## config.mk

```make
export PLATFORM = sky130hd
export DESIGN_NAME = date_text_to_day_number_flat
export DESIGN_NICKNAME = d
export VERILOG_FILES = /design/src/rtl/dtdn_pkg.sv /design/src/rtl/dtdn_char_if.sv /design/src/rtl/dtdn_day_if.sv /design/src/rtl/dtdn_front.sv /design/src/rtl/dtdn_queue.sv /design/src/rtl/dtdn_back.sv /design/src/rtl/date_text_to_day_number.sv /design/src/flat_wrapper.sv
export SDC_FILE = /design/constraint.sdc
export NUM_CORES = 1
export LEC_CHECK = 0
export ABC_AREA = 1
export BUFFER_PORTS_ARGS = -buffer_cell sky130_fd_sc_hd__clkbuf_2
export CAP_MARGIN = 5
export CORE_MARGIN = 5
export CORE_UTILIZATION = 47
export CTS_BUF_LIST = sky130_fd_sc_hd__clkbuf_16
export CTS_CLUSTER_DIAMETER = 60
export DETAILED_ROUTE_END_ITERATION = 8
export PLACE_DENSITY_LB_ADDON = 0.2
export SETUP_SLACK_MARGIN = 0.4
export SLEW_MARGIN = 20
export SYNTH_ARGS = -nofsm -noshare
export SYNTH_HDL_FRONTEND = slang
export SYNTH_SLANG_ARGS = --single-unit
```

## constraint.sdc

```tcl
create_clock -name i_clk -period 12.2 [get_ports i_clk]
set_input_delay 1.22 -clock i_clk [delete_from_list [all_inputs] [get_ports i_clk]]
set_output_delay 1.22 -clock i_clk [all_outputs]
set_load 0.02 [all_outputs]
```

## src/rtl/dtdn_pkg.sv

```systemverilog
`timescale 1ns / 1ps
`default_nettype none
// ----------------------------------------------------------------------------
// dtdn_pkg: shared types and constants
// Job record between parser and day counter, calendar constants and tables.
// ----------------------------------------------------------------------------
package dtdn_pkg;

    localparam int QUEUE_DEPTH = 4;
    localparam int QPTR_W      = $clog2(QUEUE_DEPTH);
    localparam int QCNT_W      = $clog2(QUEUE_DEPTH + 1);

    localparam logic [13:0] FIRST_YEAR    = 14'd1752;
    localparam logic [6:0]  MAX_MONTH     = 7'd12;
    localparam logic [8:0]  DAYS_PER_YEAR = 9'd365;
    // leap years in 1..1751
    localparam logic [21:0] LEAPS_BEFORE  = 22'd424;
    // ceil(2^16 / 25): exact quotient for dividends below 2500
    localparam logic [11:0] RECIP_25      = 12'd2622;

    typedef struct packed {
        logic        ok;
        logic [6:0]  month;
        logic [6:0]  day;
        logic [13:0] year;
    } t_job;

    // days in the whole months before the given month (non-leap year)
    function automatic logic [8:0] cum_days(input logic [3:0] month);
        logic [8:0] d;
        case (month)
            4'd2:    d = 9'd31;
            4'd3:    d = 9'd59;
            4'd4:    d = 9'd90;
            4'd5:    d = 9'd120;
            4'd6:    d = 9'd151;
            4'd7:    d = 9'd181;
            4'd8:    d = 9'd212;
            4'd9:    d = 9'd243;
            4'd10:   d = 9'd273;
            4'd11:   d = 9'd304;
            4'd12:   d = 9'd334;
            default: d = 9'd0;
        endcase
        return d;
    endfunction

endpackage
`default_nettype wire

```

## src/rtl/dtdn_char_if.sv

```systemverilog
`timescale 1ns / 1ps
`default_nettype none
// ----------------------------------------------------------------------------
// dtdn_char_if: character channel
// Valid/ready channel carrying one ASCII character and an end-of-text flag.
// ----------------------------------------------------------------------------
interface dtdn_char_if;
    logic       valid;
    logic       ready;
    logic [7:0] char_code;
    logic       last_char;

    modport source (output valid, output char_code, output last_char, input ready);
    modport sink   (input valid, input char_code, input last_char, output ready);
endinterface
`default_nettype wire

```

## src/rtl/dtdn_day_if.sv

```systemverilog
`timescale 1ns / 1ps
`default_nettype none
// ----------------------------------------------------------------------------
// dtdn_day_if: result channel
// Valid/ready channel carrying a day number and a status bit.
// ----------------------------------------------------------------------------
interface dtdn_day_if;
    logic        valid;
    logic        ready;
    logic [21:0] day_number;
    logic        status;

    modport source (output valid, output day_number, output status, input ready);
    modport sink   (input valid, input day_number, input status, output ready);
endinterface
`default_nettype wire

```

## src/rtl/dtdn_front.sv

```systemverilog
`timescale 1ns / 1ps
`default_nettype none
// ----------------------------------------------------------------------------
// dtdn_front: date text parser
// Takes one character per cycle while the queue is not full, gathers month,
// day and year digits and pushes a checked job into the queue on the last character.
// ----------------------------------------------------------------------------
module dtdn_front (
    input  wire logic           i_clk,
    input  wire logic           i_rst_n,
    dtdn_char_if.sink           i_char,
    input  wire logic           i_full,
    output logic                o_push,
    output dtdn_pkg::t_job      o_job
);

    typedef enum logic [1:0] {
        PH_MONTH = 2'd0,
        PH_DAY   = 2'd1,
        PH_YEAR  = 2'd2,
        PH_DONE  = 2'd3
    } t_phase;

    localparam logic [7:0] CHAR_ZERO  = 8'h30;
    localparam logic [7:0] CHAR_NINE  = 8'h39;
    localparam logic [7:0] CHAR_SLASH = 8'h2F;

    t_phase      r_phase, n_phase;
    logic [2:0]  r_count, n_count;
    logic [6:0]  r_month, n_month;
    logic [6:0]  r_day, n_day;
    logic [13:0] r_year, n_year;

    logic       is_digit;
    logic       is_slash;
    logic [3:0] dig;
    logic       accept;

    assign i_char.ready = !i_full;
    assign accept       = i_char.valid && i_char.ready;

    always_comb begin
        is_digit = (i_char.char_code >= CHAR_ZERO) && (i_char.char_code <= CHAR_NINE);
        is_slash = (i_char.char_code == CHAR_SLASH);
        dig      = is_digit ? 4'(i_char.char_code - CHAR_ZERO) : 4'd0;

        n_phase = r_phase;
        n_count = r_count;
        n_month = r_month;
        n_day   = r_day;
        n_year  = r_year;

        unique case (r_phase)
            PH_MONTH: begin
                if (is_digit && r_count < 3'd2) begin
                    n_month = 7'(r_month * 7'd10 + {3'b0, dig});
                    n_count = r_count + 3'd1;
                end else if (is_slash) begin
                    n_phase = PH_DAY;
                    n_count = 3'd0;
                end else if (is_digit) begin
                    // third digit opens the day field
                    n_phase = PH_DAY;
                    n_day   = {3'b0, dig};
                    n_count = 3'd1;
                end else begin
                    n_phase = PH_DONE;
                    n_count = 3'd0;
                end
            end
            PH_DAY: begin
                if (is_digit && r_count < 3'd2) begin
                    n_day   = 7'(r_day * 7'd10 + {3'b0, dig});
                    n_count = r_count + 3'd1;
                end else if (is_slash) begin
                    n_phase = PH_YEAR;
                    n_count = 3'd0;
                end else if (is_digit) begin
                    // year is still zero here
                    n_phase = PH_YEAR;
                    n_year  = {10'b0, dig};
                    n_count = 3'd1;
                end else begin
                    n_phase = PH_DONE;
                    n_count = 3'd0;
                end
            end
            PH_YEAR: begin
                if (is_digit) begin
                    n_year  = 14'(r_year * 14'd10 + {10'b0, dig});
                    n_count = r_count + 3'd1;
                    if (r_count == 3'd3) begin
                        n_phase = PH_DONE;
                    end
                end else begin
                    n_phase = PH_DONE;
                    n_count = 3'd0;
                end
            end
            PH_DONE: begin
                // trailing characters ignored
            end
            default: begin
                n_phase = PH_DONE;
            end
        endcase
    end

    always_comb begin
        o_push      = accept && i_char.last_char;
        o_job.ok    = (n_phase == PH_DONE) && (n_count == 3'd4) &&
                      (n_year >= dtdn_pkg::FIRST_YEAR) && (n_month <= dtdn_pkg::MAX_MONTH);
        o_job.month = n_month;
        o_job.day   = n_day;
        o_job.year  = n_year;
    end

    always_ff @(posedge i_clk) begin
        if (!i_rst_n) begin
            r_phase <= PH_MONTH;
            r_count <= 3'd0;
            r_month <= 7'd0;
            r_day   <= 7'd0;
            r_year  <= 14'd0;
        end else if (accept) begin
            if (i_char.last_char) begin
                r_phase <= PH_MONTH;
                r_count <= 3'd0;
                r_month <= 7'd0;
                r_day   <= 7'd0;
                r_year  <= 14'd0;
            end else begin
                r_phase <= n_phase;
                r_count <= n_count;
                r_month <= n_month;
                r_day   <= n_day;
                r_year  <= n_year;
            end
        end
    end

    a_restart: assert property (@(posedge i_clk) disable iff (!i_rst_n)
        (accept && i_char.last_char) |=> (r_phase == PH_MONTH && r_count == 3'd0))
        else $error("parser did not restart after end of text");

    a_done_count: assert property (@(posedge i_clk) disable iff (!i_rst_n)
        (r_phase == PH_DONE) |-> (r_count == 3'd4 || r_count == 3'd0))
        else $error("done phase with partial digit count");

endmodule
`default_nettype wire

```

## src/rtl/dtdn_queue.sv

```systemverilog
`timescale 1ns / 1ps
`default_nettype none
// ----------------------------------------------------------------------------
// dtdn_queue: job queue
// Small register FIFO between parser and day counter.
// ----------------------------------------------------------------------------
module dtdn_queue (
    input  wire logic           i_clk,
    input  wire logic           i_rst_n,
    input  wire logic           i_push,
    input  wire dtdn_pkg::t_job i_job,
    output logic                o_full,
    input  wire logic           i_pop,
    output logic                o_valid,
    output dtdn_pkg::t_job      o_job
);

    dtdn_pkg::t_job                r_mem [dtdn_pkg::QUEUE_DEPTH];
    logic [dtdn_pkg::QPTR_W-1:0]   r_wptr;
    logic [dtdn_pkg::QPTR_W-1:0]   r_rptr;
    logic [dtdn_pkg::QCNT_W-1:0]   r_count;
    logic                          do_push;
    logic                          do_pop;

    assign o_full  = (r_count == dtdn_pkg::QCNT_W'(dtdn_pkg::QUEUE_DEPTH));
    assign o_valid = (r_count != '0);
    assign o_job   = r_mem[r_rptr];
    assign do_push = i_push && !o_full;
    assign do_pop  = i_pop && o_valid;

    always_ff @(posedge i_clk) begin
        if (do_push) begin
            r_mem[r_wptr] <= i_job;
        end
    end

    always_ff @(posedge i_clk) begin
        if (!i_rst_n) begin
            r_wptr  <= '0;
            r_rptr  <= '0;
            r_count <= '0;
        end else begin
            if (do_push) begin
                r_wptr <= r_wptr + 1'b1;
            end
            if (do_pop) begin
                r_rptr <= r_rptr + 1'b1;
            end
            if (do_push && !do_pop) begin
                r_count <= r_count + 1'b1;
            end else if (do_pop && !do_push) begin
                r_count <= r_count - 1'b1;
            end
        end
    end

    a_no_overrun: assert property (@(posedge i_clk) disable iff (!i_rst_n)
        r_count <= dtdn_pkg::QCNT_W'(dtdn_pkg::QUEUE_DEPTH))
        else $error("job queue occupancy out of range");

endmodule
`default_nettype wire

```

## src/rtl/dtdn_back.sv

```systemverilog
`timescale 1ns / 1ps
`default_nettype none
// ----------------------------------------------------------------------------
// dtdn_back: day counter
// Three-stage pipeline: constant multiplies, leap counts, final sum into the
// output register. All stages advance together when the output can move.
// ----------------------------------------------------------------------------
module dtdn_back (
    input  wire logic           i_clk,
    input  wire logic           i_rst_n,
    input  wire logic           i_valid,
    input  wire dtdn_pkg::t_job i_job,
    output logic                o_pop,
    dtdn_day_if.source          o_day
);

    logic en;

    // stage 1 inputs
    logic [13:0] ym1;
    logic [11:0] q0, q1;
    logic [23:0] p0, p1;
    logic [13:0] yoff;
    logic [21:0] yd;
    logic [8:0]  base;

    // stage 1 registers
    logic        r_v1, r1_ok, r1_gt2;
    logic [8:0]  r1_base;
    logic [21:0] r1_yd;
    logic [11:0] r1_q0, r1_q1;
    logic [7:0]  r1_c0, r1_c1;

    // stage 2
    logic [11:0] l0, l1;
    logic        leap;
    logic        r_v2, r2_ok;
    logic [21:0] r2_sum;
    logic [11:0] r2_l1;

    // output stage
    logic        r_v3, r_status;
    logic [21:0] r_day;

    assign en    = !r_v3 || o_day.ready;
    assign o_pop = en && i_valid;

    always_comb begin
        ym1  = i_job.year - 14'd1;
        q0   = i_job.year[13:2];
        q1   = ym1[13:2];
        // floor(q/25) = floor(y/100)
        p0   = 24'(q0) * 24'(dtdn_pkg::RECIP_25);
        p1   = 24'(q1) * 24'(dtdn_pkg::RECIP_25);
        yoff = i_job.year - dtdn_pkg::FIRST_YEAR;
        yd   = 22'(yoff) * 22'(dtdn_pkg::DAYS_PER_YEAR);
        base = 9'({2'b0, i_job.day} + dtdn_pkg::cum_days(i_job.month[3:0]));
    end

    always_comb begin
        // leaps in 1..n = n/4 - n/100 + n/400
        l0   = r1_q0 - 12'(r1_c0) + 12'(r1_c0[7:2]);
        l1   = r1_q1 - 12'(r1_c1) + 12'(r1_c1[7:2]);
        leap = (l0 != l1);
    end

    always_ff @(posedge i_clk) begin
        if (en) begin
            r1_ok   <= i_job.ok;
            r1_gt2  <= (i_job.month > 7'd2);
            r1_base <= base;
            r1_yd   <= yd;
            r1_q0   <= q0;
            r1_q1   <= q1;
            r1_c0   <= p0[23:16];
            r1_c1   <= p1[23:16];

            r2_ok   <= r1_ok;
            r2_sum  <= r1_yd + 22'(r1_base) + 22'(r1_gt2 && leap);
            r2_l1   <= l1;

            r_status <= !r2_ok;
            r_day    <= r2_ok ? 22'(r2_sum + 22'(r2_l1) - dtdn_pkg::LEAPS_BEFORE) : 22'd0;
        end
    end

    always_ff @(posedge i_clk) begin
        if (!i_rst_n) begin
            r_v1 <= 1'b0;
            r_v2 <= 1'b0;
            r_v3 <= 1'b0;
        end else if (en) begin
            r_v1 <= i_valid;
            r_v2 <= r_v1;
            r_v3 <= r_v2;
        end
    end

    assign o_day.valid      = r_v3;
    assign o_day.day_number = r_day;
    assign o_day.status     = r_status;

    a_bad_is_zero: assert property (@(posedge i_clk) disable iff (!i_rst_n)
        (r_v3 && r_status) |-> (r_day == 22'd0))
        else $error("invalid result carries a nonzero day number");

    a_pop_moves: assert property (@(posedge i_clk) disable iff (!i_rst_n)
        o_pop |=> r_v1)
        else $error("popped job did not enter the pipeline");

endmodule
`default_nettype wire

```

## src/rtl/date_text_to_day_number.sv

```systemverilog
`timescale 1ns / 1ps
`default_nettype none
// ----------------------------------------------------------------------------
// date_text_to_day_number: MMDDYYYY text to days since 31 Dec 1751
// i_char takes one ASCII character per transaction; last_char marks the end
// of a date text. For every text o_day returns one transaction: day_number
// and status 0 for a valid date, or day_number 0 and status 1 when the year
// is short, before 1752, the month is above 12 or a stray character occurs.
// Slashes after month and day are optional; characters after the year are
// ignored.
// Throughput: one character per cycle, back to back; i_char.ready is low
// only while the four-entry job queue is full.
// A result passes the parser push into the job queue, then a three-stage
// day-count pipeline whose multiplies and leap counts set the depth.
// When o_day.ready is low the pipeline holds its result; the queue then
// absorbs up to four more texts before i_char.ready drops.
// Reset (synchronous, active low) returns the parser to the month field and
// empties the queue and the pipeline.
// ----------------------------------------------------------------------------
module date_text_to_day_number (
    input  wire logic   i_clk,
    input  wire logic   i_rst_n,
    dtdn_char_if.sink   i_char,
    dtdn_day_if.source  o_day
);

    logic            push;
    logic            full;
    logic            pop;
    logic            q_valid;
    dtdn_pkg::t_job  push_job;
    dtdn_pkg::t_job  head_job;

    dtdn_front u_front (
        .i_clk   (i_clk),
        .i_rst_n (i_rst_n),
        .i_char  (i_char),
        .i_full  (full),
        .o_push  (push),
        .o_job   (push_job)
    );

    dtdn_queue u_queue (
        .i_clk   (i_clk),
        .i_rst_n (i_rst_n),
        .i_push  (push),
        .i_job   (push_job),
        .o_full  (full),
        .i_pop   (pop),
        .o_valid (q_valid),
        .o_job   (head_job)
    );

    dtdn_back u_back (
        .i_clk   (i_clk),
        .i_rst_n (i_rst_n),
        .i_valid (q_valid),
        .i_job   (head_job),
        .o_pop   (pop),
        .o_day   (o_day)
    );

endmodule
`default_nettype wire

```

## src/flat_wrapper.sv

```systemverilog
// flat-port wrapper written by rule: the top's interface ports become plain ports
module date_text_to_day_number_flat 
  (i_clk, i_rst_n, i_char_valid, i_char_char_code, i_char_last_char, i_char_ready, o_day_valid, o_day_day_number, o_day_status, o_day_ready);
  dtdn_char_if i_char_i ();
  dtdn_day_if o_day_i ();
  input  wire logic i_clk;
  input  wire logic i_rst_n;
  input wire logic [$bits(i_char_i.valid)-1:0] i_char_valid;
  input wire logic [$bits(i_char_i.char_code)-1:0] i_char_char_code;
  input wire logic [$bits(i_char_i.last_char)-1:0] i_char_last_char;
  output wire logic [$bits(i_char_i.ready)-1:0] i_char_ready;
  output wire logic [$bits(o_day_i.valid)-1:0] o_day_valid;
  output wire logic [$bits(o_day_i.day_number)-1:0] o_day_day_number;
  output wire logic [$bits(o_day_i.status)-1:0] o_day_status;
  input wire logic [$bits(o_day_i.ready)-1:0] o_day_ready;
  assign i_char_i.valid = i_char_valid;
  assign i_char_i.char_code = i_char_char_code;
  assign i_char_i.last_char = i_char_last_char;
  assign i_char_ready = i_char_i.ready;
  assign o_day_valid = o_day_i.valid;
  assign o_day_day_number = o_day_i.day_number;
  assign o_day_status = o_day_i.status;
  assign o_day_i.ready = o_day_ready;
  date_text_to_day_number u_core (.i_clk(i_clk), .i_rst_n(i_rst_n), .i_char(i_char_i), .o_day(o_day_i));
endmodule
```

==> results.toml <==
[worst_setup_path]
crit_type = "flop to flop"
cp_max_fo = 56
crit_path_max_incr_delay_ns = 0.70
cpMaxStageDelayCell = "inv_2"
crit_path_end_kind = "flop"
path_common_cell = "inv_1"
crit_arrival_ns = 8.60
cp-start-kind = "flop"
critPathRequiredTime_ns = 12.48

[grt]
grt_overflow = 0
grt_pass1_vias = 18400
grt_pass1_wl_um = 91600
antenna_found_initial = 0
grt_use_total = 0.189
grt_max_degree = 76

[floorplan]
core-area_um2 = 53500
design.die.area_um2 = 58400
rows = 85
die_x_um = 242
start_util = 0.471
io_pins = 38
die_height_um = 242

[logic_synthesis]
syn_nets = 3269
synthCells = 2737
async_flop_share = 0
ys_seq_elements = 292
synth-edff-count = 247
syn_avg_cell_area_um2 = 9.22
synth_warnings = 0
seq_area_frac_synth = 0.330
synth.distinct_cells = 63
syn_area_um2 = 25200
synth_ff_type = "edfxtp_1"

[placement]
dp_cells = 3453
dp_hpwl_um = 43100
routabilityCongestion = 0.881
numPortBuffers = 37

[cts]
cts_tree = "built"
htree_levels = 2
clk-insertion-delay-late_ns = 0.56
cts-root-buf = "clkbuf_16"
postCtsSetupRepairBufs = 0
cts_max_path_buffers = 3
cts.sinks = 292
cts_made_buffers = 40
postCtsResizedCells = 0
clk_pin_slew_ns = 0.06
ctsHoldBuffers = 0

[drt]
routed_wl_um = 54900
post_drt_via_cell_ratio = 5.13
wl_per_cell_um = 15.6
drc = 0
first_pass_iters = 6
num_vias = 18100
drt-initial-drc-count = 746
ant_nets = 0

[sta]
max_slew_margin = 0.328
post-route-period-util = 0.682
grt_setup_unrepaired = "false"
hold_viol = 0
setup_tns_ns = 0
setup_viol = 0
final.setup_skew_ns = 0.0286
slew_violations = 0
tightest_slew_ns = 1.00
final.min_clock_period_ns = 8.32
max_freq_mhz = 120

[job]
drv_cap = 0

[cells_and_area]
drive_gt1_frac = 0.0696
insertedDiodeCount = 0
fin_cells = 3526
nNetsFinal = 3331
area_delta_synth_final_pct = 9.45
fillers = 4839
layout_common_cells = "inv_1 (532), nand2_1 (460), ha_1 (374), edfxtp_1 (247), a21oi_1 (190)"
mostFrequentLayoutCell = "inv_1"

[min_path]
hp-class = "flop to flop"

[run_status]
status = "complete, no violations"
==> Yosys cell counts (all sizes together) (4+ instances only) <==
| cell | number | area, um^2 |
|---|---|---|
| a21oi | 191 | 960 |
| and2 | 5 | 32.5 |
| a211oi | 4 | 30.0 |
| xor2 | 99 | 916 |
| clkbuf | 17 | 63.8 |
| o21ai | 126 | 657 |
| o221ai | 4 | 35.0 |
| nand4 | 20 | 125 |
| nor2 | 138 | 546 |
| dfxtp | 45 | 901 |
| o21a | 4 | 30.0 |
| nor3 | 18 | 90.1 |
| xnor2 | 40 | 350 |
| nor4 | 5 | 31.3 |
| or2 | 4 | 25.0 |
| o21bai | 10 | 75.1 |
| edfxtp | 247 | 7420 |
| nand3 | 115 | 596 |
| a31oi | 14 | 87.6 |
| inv | 541 | 2030 |
| a32oi | 8 | 119 |
| buf | 17 | 155 |
| o22ai | 12 | 81.3 |
| a21boi | 4 | 30.0 |
| o31ai | 5 | 37.5 |
| fa | 145 | 2900 |
| ha | 374 | 4680 |
| o211ai | 17 | 128 |
| a21o | 8 | 60.1 |
| nand2 | 485 | 1910 |
==> worst max-delay path: cells and delay by family, from the launching register on <==
kind                       cells  cell delay, ns
adders and majority gates      7            2.81
buffers and inverters         11            2.00
AOI/OAI and AO/OA              6            1.45
and+or+nand+nor                7            0.83
xor gates and xnor gates       2            0.57
DFF                            1            0.31
==> kinds of logic (layout without fill, tap and decap cells) <==
kind of cell | count (synthesis) | in the layout | share of synthesized area
xor gates and xnor gates | 139 | 139 | 0.0502
DFF | 292 | 292 | 0.330
adders and majority gates | 519 | 519 | 0.301
AOI/OAI and AO/OA | 417 | 417 | 0.0960
buffers and inverters | 576 | 669 | 0.0893
and+or+nand+nor | 794 | 794 | 0.134
==> metal layers <==
| layer | part of all wire | vias to the layer above | GRT usage |
|---|---|---|---|
| met5 | 0 | - | 0 |
| met4 | 0.026 | 0 | 0.0547 |
| met3 | 0.034 | 77 | 0.0239 |
| met2 | 0.50 | 273 | 0.336 |
| met1 | 0.44 | 8585 | 0.243 |
| li1 | - | 9147 | - |
==> state kept, by name, summed over array words and instances, names as in the netlist, 2 cells and up, named ones only <==
signal,count
u_core.u_back.r1_q1,12
u_core.u_back.o_day.day_number,22
u_core.u_queue.r_mem,116
u_core.u_queue.r_count,3
u_core.u_back.r1_base,9
u_core.u_back.r1_yd,22
u_core.u_back.r2_sum,22
u_core.u_front.r_count,3
u_core.u_back.r1_c0,8
u_core.u_back.r1_c1,8
u_core.u_front.r_month,7
u_core.u_front.r_day,7
u_core.u_back.r1_q0,12
u_core.u_front.r_year,14
u_core.u_front.r_phase,2
u_core.u_queue.r_rptr,2
u_core.u_back.r2_l1,12
u_core.u_queue.r_wptr,2
==> path summary, 6_finish.rpt <==
path	from	to	slack, ns	cells past startpoint
setup reg to reg	flop	u_core.u_back.r1_c1[7]	3.88	33
hold reg to reg	u_core.u_back.r1_ok	u_core.u_back.r2_ok	0.42	0
hold / removal	u_core.u_back.r1_ok	u_core.u_back.r2_ok	0.42	0
setup / recovery	flop	u_core.u_back.r1_c1[7]	3.88	33
==> cell type report <==
| class | instances | area, um^2 | area share |
|---|---|---|---|
| multi-input combinational | 1869 | 14700 | 0.531 |
| sequential | 292 | 8320 | 0.301 |
| inverter | 542 | 2040 | 0.0739 |
| clock buffer | 42 | 1050 | 0.0381 |
| tap | 696 | 871 | 0.0315 |
| clock inverter | 31 | 349 | 0.0126 |
| timing repair buffer | 54 | 313 | 0.0113 |
==> per-stage QoR <==
stage / setup slack [ns] / util / hold WS (ns) / instance area (um^2)
3_3_place_gp: 4.04 / 0.490 / 0.407 / 26200
2_1_floorplan: 5.30 / - / 0.400 / 25200
5_1_grt: 3.18 / 0.516 / 0.441 / 27600
4_1_cts: 3.88 / 0.516 / 0.427 / 27600
6_report: 3.88 / 0.516 / 0.425 / 27600
3_5_place_dp: 3.92 / 0.490 / 0.414 / 26200
Power is not shown: default switching activity piles up to over one toggle a cycle in this logic, so the estimate is an artifact.
